## src/sv/mexp_pkg.sv

```systemverilog
// Shared types for the modular exponentiation block.
package mexp_pkg;

  // Status of the serial modular multiplier as seen by the sequencer.
  typedef struct packed {
    logic busy;
    logic done;
  } mm_status_t;

endpackage

```

## src/sv/mexp_modmul.sv

```systemverilog
// Bit-serial modular multiplier: one multiplier bit per cycle, MSB first.
module mexp_modmul #(
  parameter int WORD_BITS = 32
) (
  input  logic                     clk,
  input  logic                     rst_n,
  input  logic                     start,
  input  logic [WORD_BITS-2:0]     start_addend,
  input  logic [WORD_BITS-1:0]     start_mult,
  input  logic [WORD_BITS-2:0]     modulus,
  output logic [WORD_BITS-2:0]     result,
  output mexp_pkg::mm_status_t     status
);

  localparam int CW = $clog2(WORD_BITS + 1);

  logic [WORD_BITS-2:0] acc_r, acc_nxt;
  logic [WORD_BITS-2:0] addend_r;
  logic [WORD_BITS-1:0] mult_r;
  logic [CW-1:0]        cnt_r;
  logic                 busy_r, done_r;

  logic [WORD_BITS+1:0] sum_c, sub1_c, sub2_c, m_ext;

  // One step: acc <- (2*acc + bit*addend) mod m; the sum stays below 3*m.
  always_comb begin
    m_ext  = {3'b000, modulus};
    sum_c  = {2'b00, acc_r, 1'b0} + (mult_r[WORD_BITS-1] ? {3'b000, addend_r} : '0);
    sub1_c = sum_c - m_ext;
    sub2_c = sum_c - {m_ext[WORD_BITS:0], 1'b0};
    if (!sub2_c[WORD_BITS+1]) begin
      acc_nxt = sub2_c[WORD_BITS-2:0];
    end else if (!sub1_c[WORD_BITS+1]) begin
      acc_nxt = sub1_c[WORD_BITS-2:0];
    end else begin
      acc_nxt = sum_c[WORD_BITS-2:0];
    end
  end

  // Control flags.
  always_ff @(posedge clk) begin
    if (!rst_n) begin
      busy_r <= 1'b0;
      done_r <= 1'b0;
    end else if (start) begin
      busy_r <= 1'b1;
      done_r <= 1'b0;
    end else if (busy_r && cnt_r == CW'(1)) begin
      busy_r <= 1'b0;
      done_r <= 1'b1;
    end else begin
      done_r <= 1'b0;
    end
  end

  // Datapath registers.
  always_ff @(posedge clk) begin
    if (start) begin
      acc_r    <= '0;
      addend_r <= start_addend;
      mult_r   <= start_mult;
      cnt_r    <= CW'(WORD_BITS);
    end else if (busy_r) begin
      acc_r  <= acc_nxt;
      mult_r <= {mult_r[WORD_BITS-2:0], 1'b0};
      cnt_r  <= cnt_r - CW'(1);
    end
  end

  assign result      = acc_r;
  assign status.busy = busy_r;
  assign status.done = done_r;

`ifndef ASSERT_OFF
  a_result_reduced: assert property (@(posedge clk) disable iff (!rst_n)
    done_r |-> (acc_r < modulus))
    else $error("modmul result not below modulus");
  a_busy_holds: assert property (@(posedge clk) disable iff (!rst_n)
    (busy_r && cnt_r != CW'(1)) |=> busy_r)
    else $error("modmul stopped early");
  a_done_not_busy: assert property (@(posedge clk) disable iff (!rst_n)
    done_r |-> !busy_r)
    else $error("modmul flagged done while still busy");
`endif

endmodule

```

## src/sv/modular_exponentiation.sv

```systemverilog
// Top level of the modular exponentiation block: sequencer and result register.
//
// Computes base^exponent mod modulus by square-and-multiply, scanning all
// exponent bits from the most significant one down. Every modular product
// runs on one shared bit-serial multiplier. An item with a nonzero exponent
// and modulus takes one pass to reduce the base, one squaring per exponent
// bit and one multiply per set bit. An exponent of zero (result 1) or a
// modulus of zero (result 0) goes straight to the result without the
// multiplier. One item is worked on at a time; the result register lets the
// next item be taken while a result waits for its transfer.
module modular_exponentiation #(
  parameter int WORD_BITS = 32
) (
  input  logic                        clk,
  input  logic                        rst_n,
  input  logic                        in_valid,
  output logic                        in_stall,
  input  logic signed [WORD_BITS-1:0] in_base,
  input  logic        [WORD_BITS-2:0] in_exponent,
  input  logic        [WORD_BITS-2:0] in_modulus,
  output logic                        out_valid,
  input  logic                        out_stall,
  output logic        [WORD_BITS-2:0] out_power_mod
);

  localparam int ECW = $clog2(WORD_BITS);
  localparam logic [WORD_BITS-2:0] ONE = {{(WORD_BITS-2){1'b0}}, 1'b1};

  typedef enum logic [4:0] {
    ST_IDLE = 5'b00001,
    ST_RED  = 5'b00010,
    ST_SQ   = 5'b00100,
    ST_MUL  = 5'b01000,
    ST_DONE = 5'b10000
  } state_t;

  state_t               state_r, state_nxt;
  logic [WORD_BITS-2:0] m_r, m_nxt;
  logic [WORD_BITS-2:0] e_r, e_nxt;
  logic [ECW-1:0]       ecnt_r, ecnt_nxt;
  logic                 neg_r, neg_nxt;
  logic [WORD_BITS-2:0] b_r, b_nxt;
  logic [WORD_BITS-2:0] acc_r, acc_nxt;
  logic                 out_valid_r, out_valid_nxt;
  logic [WORD_BITS-2:0] out_pm_r, out_pm_nxt;

  logic                 launch;
  logic [WORD_BITS-2:0] launch_a;
  logic [WORD_BITS-1:0] launch_x;
  logic [WORD_BITS-2:0] mm_result;
  mexp_pkg::mm_status_t mm_stat;

  logic [WORD_BITS-1:0] base_u, mag_c;
  logic [WORD_BITS-2:0] bfix_c, init_c;
  logic                 adv;

  // Magnitude of the signed base, the sign-corrected reduced base, and the start value of the accumulator.
  always_comb begin
    base_u = in_base;
    mag_c  = base_u[WORD_BITS-1] ? (~base_u + {{(WORD_BITS-1){1'b0}}, 1'b1}) : base_u;
    bfix_c = (neg_r && mm_result != '0) ? (m_r - mm_result) : mm_result;
    init_c = (m_r == ONE) ? '0 : ONE;
  end

  assign in_stall = (state_r != ST_IDLE);

  // Sequencer.
  always_comb begin
    state_nxt     = state_r;
    m_nxt         = m_r;
    e_nxt         = e_r;
    ecnt_nxt      = ecnt_r;
    neg_nxt       = neg_r;
    b_nxt         = b_r;
    acc_nxt       = acc_r;
    out_valid_nxt = out_valid_r & out_stall;
    out_pm_nxt    = out_pm_r;
    launch        = 1'b0;
    launch_a      = '0;
    launch_x      = '0;
    adv           = 1'b0;
    unique case (state_r)
      ST_IDLE: begin
        if (in_valid) begin
          m_nxt    = in_modulus;
          e_nxt    = in_exponent;
          ecnt_nxt = ECW'(WORD_BITS - 1);
          neg_nxt  = base_u[WORD_BITS-1];
          if (in_exponent == '0) begin
            acc_nxt   = ONE;
            state_nxt = ST_DONE;
          end else if (in_modulus == '0) begin
            acc_nxt   = '0;
            state_nxt = ST_DONE;
          end else begin
            // Base reduction: shift the magnitude in, one bit per cycle.
            launch    = 1'b1;
            launch_a  = ONE;
            launch_x  = mag_c;
            state_nxt = ST_RED;
          end
        end
      end
      ST_RED: begin
        if (mm_stat.done) begin
          b_nxt     = bfix_c;
          acc_nxt   = init_c;
          launch    = 1'b1;
          launch_a  = init_c;
          launch_x  = {1'b0, init_c};
          state_nxt = ST_SQ;
        end
      end
      ST_SQ: begin
        if (mm_stat.done) begin
          acc_nxt = mm_result;
          if (e_r[WORD_BITS-2]) begin
            launch    = 1'b1;
            launch_a  = b_r;
            launch_x  = {1'b0, mm_result};
            state_nxt = ST_MUL;
          end else begin
            adv = 1'b1;
          end
        end
      end
      ST_MUL: begin
        if (mm_stat.done) begin
          acc_nxt = mm_result;
          adv     = 1'b1;
        end
      end
      ST_DONE: begin
        if (!out_valid_r || !out_stall) begin
          out_valid_nxt = 1'b1;
          out_pm_nxt    = acc_r;
          state_nxt     = ST_IDLE;
        end
      end
      default: begin
        state_nxt = ST_IDLE;
      end
    endcase

    // Move to the next exponent bit, or finish after the last one.
    if (adv) begin
      e_nxt    = {e_r[WORD_BITS-3:0], 1'b0};
      ecnt_nxt = ecnt_r - ECW'(1);
      if (ecnt_r == ECW'(1)) begin
        state_nxt = ST_DONE;
      end else begin
        launch    = 1'b1;
        launch_a  = mm_result;
        launch_x  = {1'b0, mm_result};
        state_nxt = ST_SQ;
      end
    end
  end

  // Control registers.
  always_ff @(posedge clk) begin
    if (!rst_n) begin
      state_r     <= ST_IDLE;
      out_valid_r <= 1'b0;
    end else begin
      state_r     <= state_nxt;
      out_valid_r <= out_valid_nxt;
    end
  end

  // Payload registers.
  always_ff @(posedge clk) begin
    m_r      <= m_nxt;
    e_r      <= e_nxt;
    ecnt_r   <= ecnt_nxt;
    neg_r    <= neg_nxt;
    b_r      <= b_nxt;
    acc_r    <= acc_nxt;
    out_pm_r <= out_pm_nxt;
  end

  mexp_modmul #(
    .WORD_BITS(WORD_BITS)
  ) u_modmul (
    .clk         (clk),
    .rst_n       (rst_n),
    .start       (launch),
    .start_addend(launch_a),
    .start_mult  (launch_x),
    .modulus     (m_r),
    .result      (mm_result),
    .status      (mm_stat)
  );

  assign out_valid     = out_valid_r;
  assign out_power_mod = out_pm_r;

`ifndef ASSERT_OFF
  a_launch_idle_unit: assert property (@(posedge clk) disable iff (!rst_n)
    launch |-> !mm_stat.busy)
    else $error("multiplier launched while busy");
  a_done_in_work: assert property (@(posedge clk) disable iff (!rst_n)
    mm_stat.done |-> (state_r == ST_RED || state_r == ST_SQ || state_r == ST_MUL))
    else $error("multiplier finished outside a working state");
  a_bits_left: assert property (@(posedge clk) disable iff (!rst_n)
    (state_r == ST_SQ || state_r == ST_MUL) |-> (ecnt_r != '0))
    else $error("exponent bit count ran out");
`endif

endmodule

```

## config.mk

```make
export PLATFORM = sky130hd
export DESIGN_NAME = modular_exponentiation
export DESIGN_NICKNAME = d
export VERILOG_FILES = /design/src/sv/mexp_pkg.sv /design/src/sv/mexp_modmul.sv /design/src/sv/modular_exponentiation.sv
export SDC_FILE = /design/constraint.sdc
export NUM_CORES = 1
export LEC_CHECK = 0
export BUFFER_PORTS_ARGS = -buffer_cell sky130_fd_sc_hd__buf_4
export CAP_MARGIN = 25
export CORE_UTILIZATION = 40
export DETAILED_ROUTE_END_ITERATION = 6
export PLACE_DENSITY_LB_ADDON = 0.1
export SLEW_MARGIN = 20
export SYNTH_ARGS = -nofsm -noshare
export SYNTH_HDL_FRONTEND = slang
export SYNTH_HIERARCHICAL = 1
export SYNTH_SLANG_ARGS = --single-unit
```

## constraint.sdc

```tcl
create_clock -name clk -period 5.75 [get_ports clk]
set_clock_uncertainty 0.2 [all_clocks]
set_input_delay 0.8625 -clock clk [delete_from_list [all_inputs] [get_ports clk]]
set_output_delay 0.8625 -clock clk [all_outputs]
set_load 0.02 [all_outputs]
```

==> results of run 1 <==
-- sequential cells by signal (all words and copies together), names as in the netlist, 5 cells and up --
signal / flops
u_modmul/addend_r: 31
u_modmul/result: 31
state_r: 5
ecnt_r: 5
e_r: 31
out_power_mod: 31
acc_r: 31
m_r: 31
u_modmul/mult_r: 32
u_modmul/cnt_r: 6
b_r: 31
-- power by group --
| part | internal [mW] | switching, mW |
|---|---|---|
| Sequential | 2.41 | 0.165 |
| Clock | 1.31 | 0.818 |
| Combinational | 2.86 | 3.79 |
-- layout make-up --
class                   count  area (µm²)  area share [%]
diodes                      1       2.502         0.01118
well taps                 600       750.7           3.355
flip-flops and latches    269        7617           34.04
multi-input cells        1445       10470           46.80
inverters                 113       424.2           1.896
clock buffers              37       808.3           3.612
repair buffers            255        2017           9.014
clock inverters            19       284.0           1.269
-- cell usage in the layout (no fill, tap or decap), types with 8 or more instances in the layout --
cell and instances:
a21oi_2 8, o21ai_0 117, a22oi_1 19, o31ai_1 18, or2_2 8, inv_1 113, nor3_1 26, clkbuf_16 31
nor2b_1 17, nor2_1 81, nand2_1 159, xor2_1 59, o221ai_1 8, xnor2_1 70, a31oi_1 10, a211oi_1 14
o21bai_1 15, buf_4 247, ha_1 121, o211ai_1 9, nand4_1 23, o21ai_1 28, o21a_1 22, dfxtp_1 46
and3_1 16, nor4_1 36, a21o_1 46, mux2_2 34, mux2i_1 12, and2_1 70, or3_1 9, a22o_1 60
edfxtp_1 223, a21oi_1 121, nand2b_1 11, nand3_1 35
-- routing by layer --
layer  global-route usage, %  wire length, µm  up-vias
met5                       0               11        -
met4                   5.141             1327        2
met3                   2.544             2417       84
met2                   40.81            27490      383
met1                   33.00            26370     7617
li1                        -                -     7548
-- repair_timing --
item,4_1_cts,5_1_grt
pin swaps,5,20
buffers inserted,3,9
endpoints found under the hold margin,0,0
setup endpoints to repair,26,31
resized for setup,11,56
cloned,1,0
-- how the worst min path moves through the flow --
stage | from | end | cells after the start
detailed placement | acc_r[7] | out_power_mod[7] | 0
finish | acc_r[9] | out_power_mod[9] | 0
CTS | acc_r[3] | out_power_mod[3] | 0
global route | acc_r[15] | out_power_mod[15] | 0
global placement | acc_r[23] | out_power_mod[23] | 0
floorplan | acc_r[0] | out_power_mod[0] | 0
-- stage by stage --
stage	power [mW]	hold WS (ns)
after detailed placement	8.708	0.2045
after CTS	11.08	0.2187
after floorplan	6.776	0.2003
after global routing	12.11	0.2277
final	11.36	0.2182
after global placement	8.654	0.2025
==> impl_metrics.csv, run 1 <==
group,metric,value,unit
synthesis,ys.warnings.count,6,
timing,tightestPinTransition,0.9559,ns
routing,wl_per_cell,21.03,µm
global_route,grt_pass1_wl,87650,µm
setup_path,worst-path-max-fanout,17,
setup_path,r2r_cells,21,
final_layout,postLayoutCellArea,0.02238,mm²
setup_path,reg2reg_slack,0.19,ns
clock_tree,postCtsHoldBufs,0,
routing,drt-vias-per-instance,5.708,
setup_path,endpoint,"u_modmul/result[17]",
timing,slew-limit-headroom,36.03,%
routing,ant_nets,0,
timing,period_share,96.65,%
setup_path,reg2reg_from,"u_modmul/mult_r[31]",
timing,slew_violations,0,
final_layout,fin_nets,2343,
clock_tree,cts_tree,"done",
global_route,antenna_found_initial,1,
final_layout,area_growth,20.77,%
timing,fmax,0.1799,GHz
routing,drc_errors,0,
setup_path,arrival,5.85,ns
setup_path,critical-path-top-delay-family,"compound AO/OA/AOI/OAI gates",
clock_tree,cts_buffers,30,
synthesis,syn_inst,1907,
clock_tree,insertion_delay,0.57,ns
timing,hold_violations,0,
floorplanning,die_w,217.2,µm
placement,place.gp.congestion,0.9351,
pwr,ir_drop,0.2589,mV
setup_path,crit_slowest_cell,"or4_1",
timing,fin_crit,5.558,ns
placement,place_ws,-0.2454,ns
setup_path,crit_top_cell,"buf_4",
placement,hpwl,43180,µm
setup_path,crit_path_start_kind,"flip-flop",
final_layout,fill_cells,4278,
floorplanning,fp.dieH,217.2,µm
clock_tree,htree_levels,1,
routing,drt_iter0_markers,1035,
synthesis,avgSynthCellArea,9.716,µm²
placement,port-buffer-count,130,
setup_path,crit_path_end_kind,"flip-flop",
setup_path,cp_num_buf_inv,5,
synthesis,synth_area,0.01853,mm²
timing,setup_ws,0.1924,ns
global_route,grt_max_degree,66,
setup_path,cp.depth,21,
floorplanning,start_util,40.65,%
floorplanning,io_pins,131,
setup_path,worstPathCellList,"buf_6 > buf_4 > buf_4 > and2_1 > ha_1 > nand4_1 > or4_1 > nand3_2 > nor2_1 > xnor2_2 > ha_1 > a21o_1 > a211o_1 > a2111oi_4 > nor2_2 > a221oi_2 > o221ai_2 > buf_4 > buf_4 > mux2i_4 > a211oi_2",
global_route,grt.overflow.total,0,
final_layout,utilization,49.09,%
floorplanning,core-area,0.04558,mm²
pwr,leakagePower,8.982,nW
floorplanning,die_area,0.04718,mm²
setup_path,max_stage_delay,0.48,ns
clock_tree,cts.path.max_buffers,3,
floorplanning,rows,78,
placement,placed_cell_area,0.02080,mm²
setup_path,reg2reg_to,"u_modmul/result[17]",
timing,finalSetupTns,0,ns
routing,drt-total-wl,57610,µm
final_layout,instances_no_fill,2739,
clock_tree,cts_root_buf,"clkbuf_16",
pwr,p_per_area,507.6,mW/mm²
timing,setup_viol,0,
routing,drt_pre_antenna_iters,5,
setup_path,required,6.05,ns
clock_tree,clk_pin_slew,0.06,ns
routing,num_vias,15634,
synthesis,synth_fp_nets,2136,
hold_path,hp-class,"flip-flop to flip-flop",
setup_path,crit_type,"flip-flop to flip-flop",
global_route,grt_usage,24.06,%
global_route,grt_pass1_vias,15039,
timing,rsz0062_at_grt,"yes",
job,drv_cap,0,
placement,placedCellCount,2667,
setup_path,crit_start,"u_modmul/mult_r[31]",
run_status,status,"complete, no violations",
final_layout,layout-drive-gt1-share,20.16,%
clock_tree,clock-sinks,269,
Note: power is estimated with default switching activity, not from simulation.
==> run 2, diff against run 1 <==
ABC_AREA = 0   (was default)
CTS_BUF_LIST = sky130_fd_sc_hd__clkbuf_8   (was default)
==> impl_metrics.csv, run 2 (synthesis gave the netlist of run 1 again) <==
group,metric,value,unit
setup_path,crit_start,"u_modmul/mult_r[31]",
timing,setup_viol,0,
timing,setup_ws,0.1102,ns
floorplanning,fp.dieH,217.2,µm
routing,drt_pre_antenna_iters,5,
pwr,power_frac_comb,61.1,%
setup_path,worstPathCellList,"buf_6 > and2_1 > ha_4 > inv_2 > fa_2 > nor2b_2 > o211ai_1 > a21oi_2 > o21a_1 > a21o_1 > a31oi_1 > a21oi_1 > xor2_1 > ha_1 > and4_1 > and3_4 > a21boi_4 > a2111oi_4 > nor2_2 > a221oi_2 > o221ai_2 > nor2_4 > mux2_4 > a211oi_2",
setup_path,worst-path-max-fanout,6,
pwr,p_per_area,494.2,mW/mm²
final_layout,final_cell_mix,"buf_4 (246), edfxtp_1 (223), nand2_1 (159)",
floorplanning,start_util,40.65,%
routing,drt-vias-per-instance,5.696,
final_layout,diodes,0,
clock_tree,clk_pin_slew,0.06,ns
run_status,status,"complete, no violations",
timing,slew-limit-headroom,36.20,%
hold_path,hp-class,"flip-flop to flip-flop",
pwr,ir_drop,0.2369,mV
setup_path,max_stage_delay,0.41,ns
pwr,leakagePower,8.988,nW
timing,period_share,98.08,%
placement,port-buffer-count,130,
final_layout,largest_reg_flops,32,
setup_path,crit_type,"flip-flop to flip-flop",
clock_tree,cts_buffers,48,
clock_tree,insertion_delay,0.61,ns
job,drv_cap,0,
pwr,seqPwrFrac,23.5,%
final_layout,mostFrequentLayoutCell,"buf_4",
routing,ant_nets,0,
hold_path,hold_start,"acc_r[9]",
clock_tree,cts.path.max_buffers,3,
pwr,p_int,6.162,mW
routing,drc_errors,0,
setup_path,crit_slowest_cell,"a221oi_2",
floorplanning,io_pins,131,
final_layout,layout-drive-gt1-share,20.67,%
routing,drt_iter0_markers,1072,
timing,tightestPinTransition,0.9534,ns
pwr,switchingPower,4.813,mW
setup_path,arrival,5.95,ns
final_layout,largest-register,"u_modmul/mult_r",
timing,finalSetupTns,0,ns
clock_tree,cts_tree,"done",
clock_tree,htree_levels,2,
pwr,clockPowerShare,15.3,%
timing,hold_violations,0,
final_layout,fin_nets,2362,
routing,drt-total-wl,58320,µm
routing,wl_per_cell,21.08,µm
setup_path,crit_path_end_kind,"flip-flop",
setup_path,required,6.07,ns
floorplanning,rows,78,
routing,num_vias,15762,
pwr,p_sw_share,43.86,%
setup_path,reg2reg_from,"u_modmul/mult_r[31]",
placement,place.gp.congestion,0.9351,
floorplanning,die_area,0.04718,mm²
final_layout,area_growth,19.85,%
floorplanning,core-area,0.04558,mm²
global_route,grt_usage,24.24,%
clock_tree,cts_root_buf,"clkbuf_8",
placement,hpwl,43180,µm
timing,fmax,0.1773,GHz
floorplanning,die_w,217.2,µm
clock_tree,clock-sinks,269,
timing,fin_crit,5.640,ns
global_route,grt_pass1_vias,15181,
global_route,antenna_found_initial,0,
global_route,grt.overflow.total,0,
global_route,grt_max_degree,66,
setup_path,critical-path-top-delay-family,"compound AO/OA/AOI/OAI gates",
setup_path,cp_num_buf_inv,2,
global_route,grt_pass1_wl,87660,µm
setup_path,crit_path_start_kind,"flip-flop",
timing,slew_violations,0,
placement,place_ws,-0.2454,ns
run 2: cell count changes in the layout (fill, tap and decap cells not counted), moves of 4 or more:
cell and change:
clkbuf_16 -29, o21ai_1 +4, clkbuf_8 +54, bufinv_16 -7, clkbuf_1 -5, inv_1 +17
clkinvlp_4 -4
run 2: worst register-to-register path: stages (launching register included):
cell and delay (ns):
edfxtp_1 0.37, buf_6 0.13, and2_1 0.17, ha_4 0.16, inv_2 0.04, fa_2 0.38, nor2b_2 0.16, o211ai_1 0.16
a21oi_2 0.24, o21a_1 0.15, a21o_1 0.17, a31oi_1 0.11, a21oi_1 0.18, xor2_1 0.28, ha_1 0.29, and4_1 0.18
and3_4 0.18, a21boi_4 0.15, a2111oi_4 0.34, nor2_2 0.09, a221oi_2 0.41, o221ai_2 0.25, nor2_4 0.22, mux2_4 0.32
a211oi_2 0.21
run 2: layout make-up:
class / instances / area (µm²)
Multi-Input combinational cell: 1445 / 10500
Sequential cell: 269 / 7617
Tap cell: 600 / 750.7
Timing Repair Buffer: 256 / 2032
Inverter: 113 / 424.2
Clock buffer: 55 / 757.0
Fill cell: 4318 / 23370
Clock inverter: 29 / 122.6
run 2: final timing paths:
check	depth (start not counted)	end	slack [ns]
hold reg to reg	0	out_power_mod[9]	0.21
setup / recovery	24	u_modmul/result[0]	0.11
setup reg to reg	24	u_modmul/result[0]	0.11
hold / removal	0	out_power_mod[9]	0.21
run 2: through the flow:
| stage | cell area, µm² | power, mW | std cells | hold slack [ns] | utilization [%] |
|---|---|---|---|---|---|
| final | 22210 | 10.97 | 2767 | 0.2133 | 48.72 |
| after global routing | 22210 | 11.73 | 2767 | 0.2106 | 48.72 |
| after CTS | 21770 | 10.55 | 2754 | 0.1926 | 47.77 |
| after detailed placement | 20800 | 8.708 | 2667 | 0.2045 | 45.64 |
| after global placement | 20790 | 8.654 | 2667 | 0.2025 | 45.62 |
| after floorplan | 18530 | 6.776 | 1907 | 0.2003 | - |
run 2: power by group through the flow:
stage	clock network (mW)	registers (mW)	logic [mW]
floorplan	0	2.62	4.15
global placement	0	2.62	6.04
detailed placement	0	2.62	6.09
CTS	1.73	2.58	6.24
global route	1.81	2.61	7.32
finish	1.68	2.58	6.71
run 2: routing by layer:
layer	wire (µm)	global-route usage [%]	vias to the layer above
li1	-	-	7598
met1	26450	32.76	7644
met3	2893	3.019	81
met4	1339	7.066	0
met2	27640	40.48	439
met5	0	0	-
run 2: repair_timing:
item,CTS,global route
buffers inserted,3,8
gates resized for setup,12,64
hold buffers,0,0
cloned,0,3
pin swaps,5,26
endpoints found under the setup margin,29,31
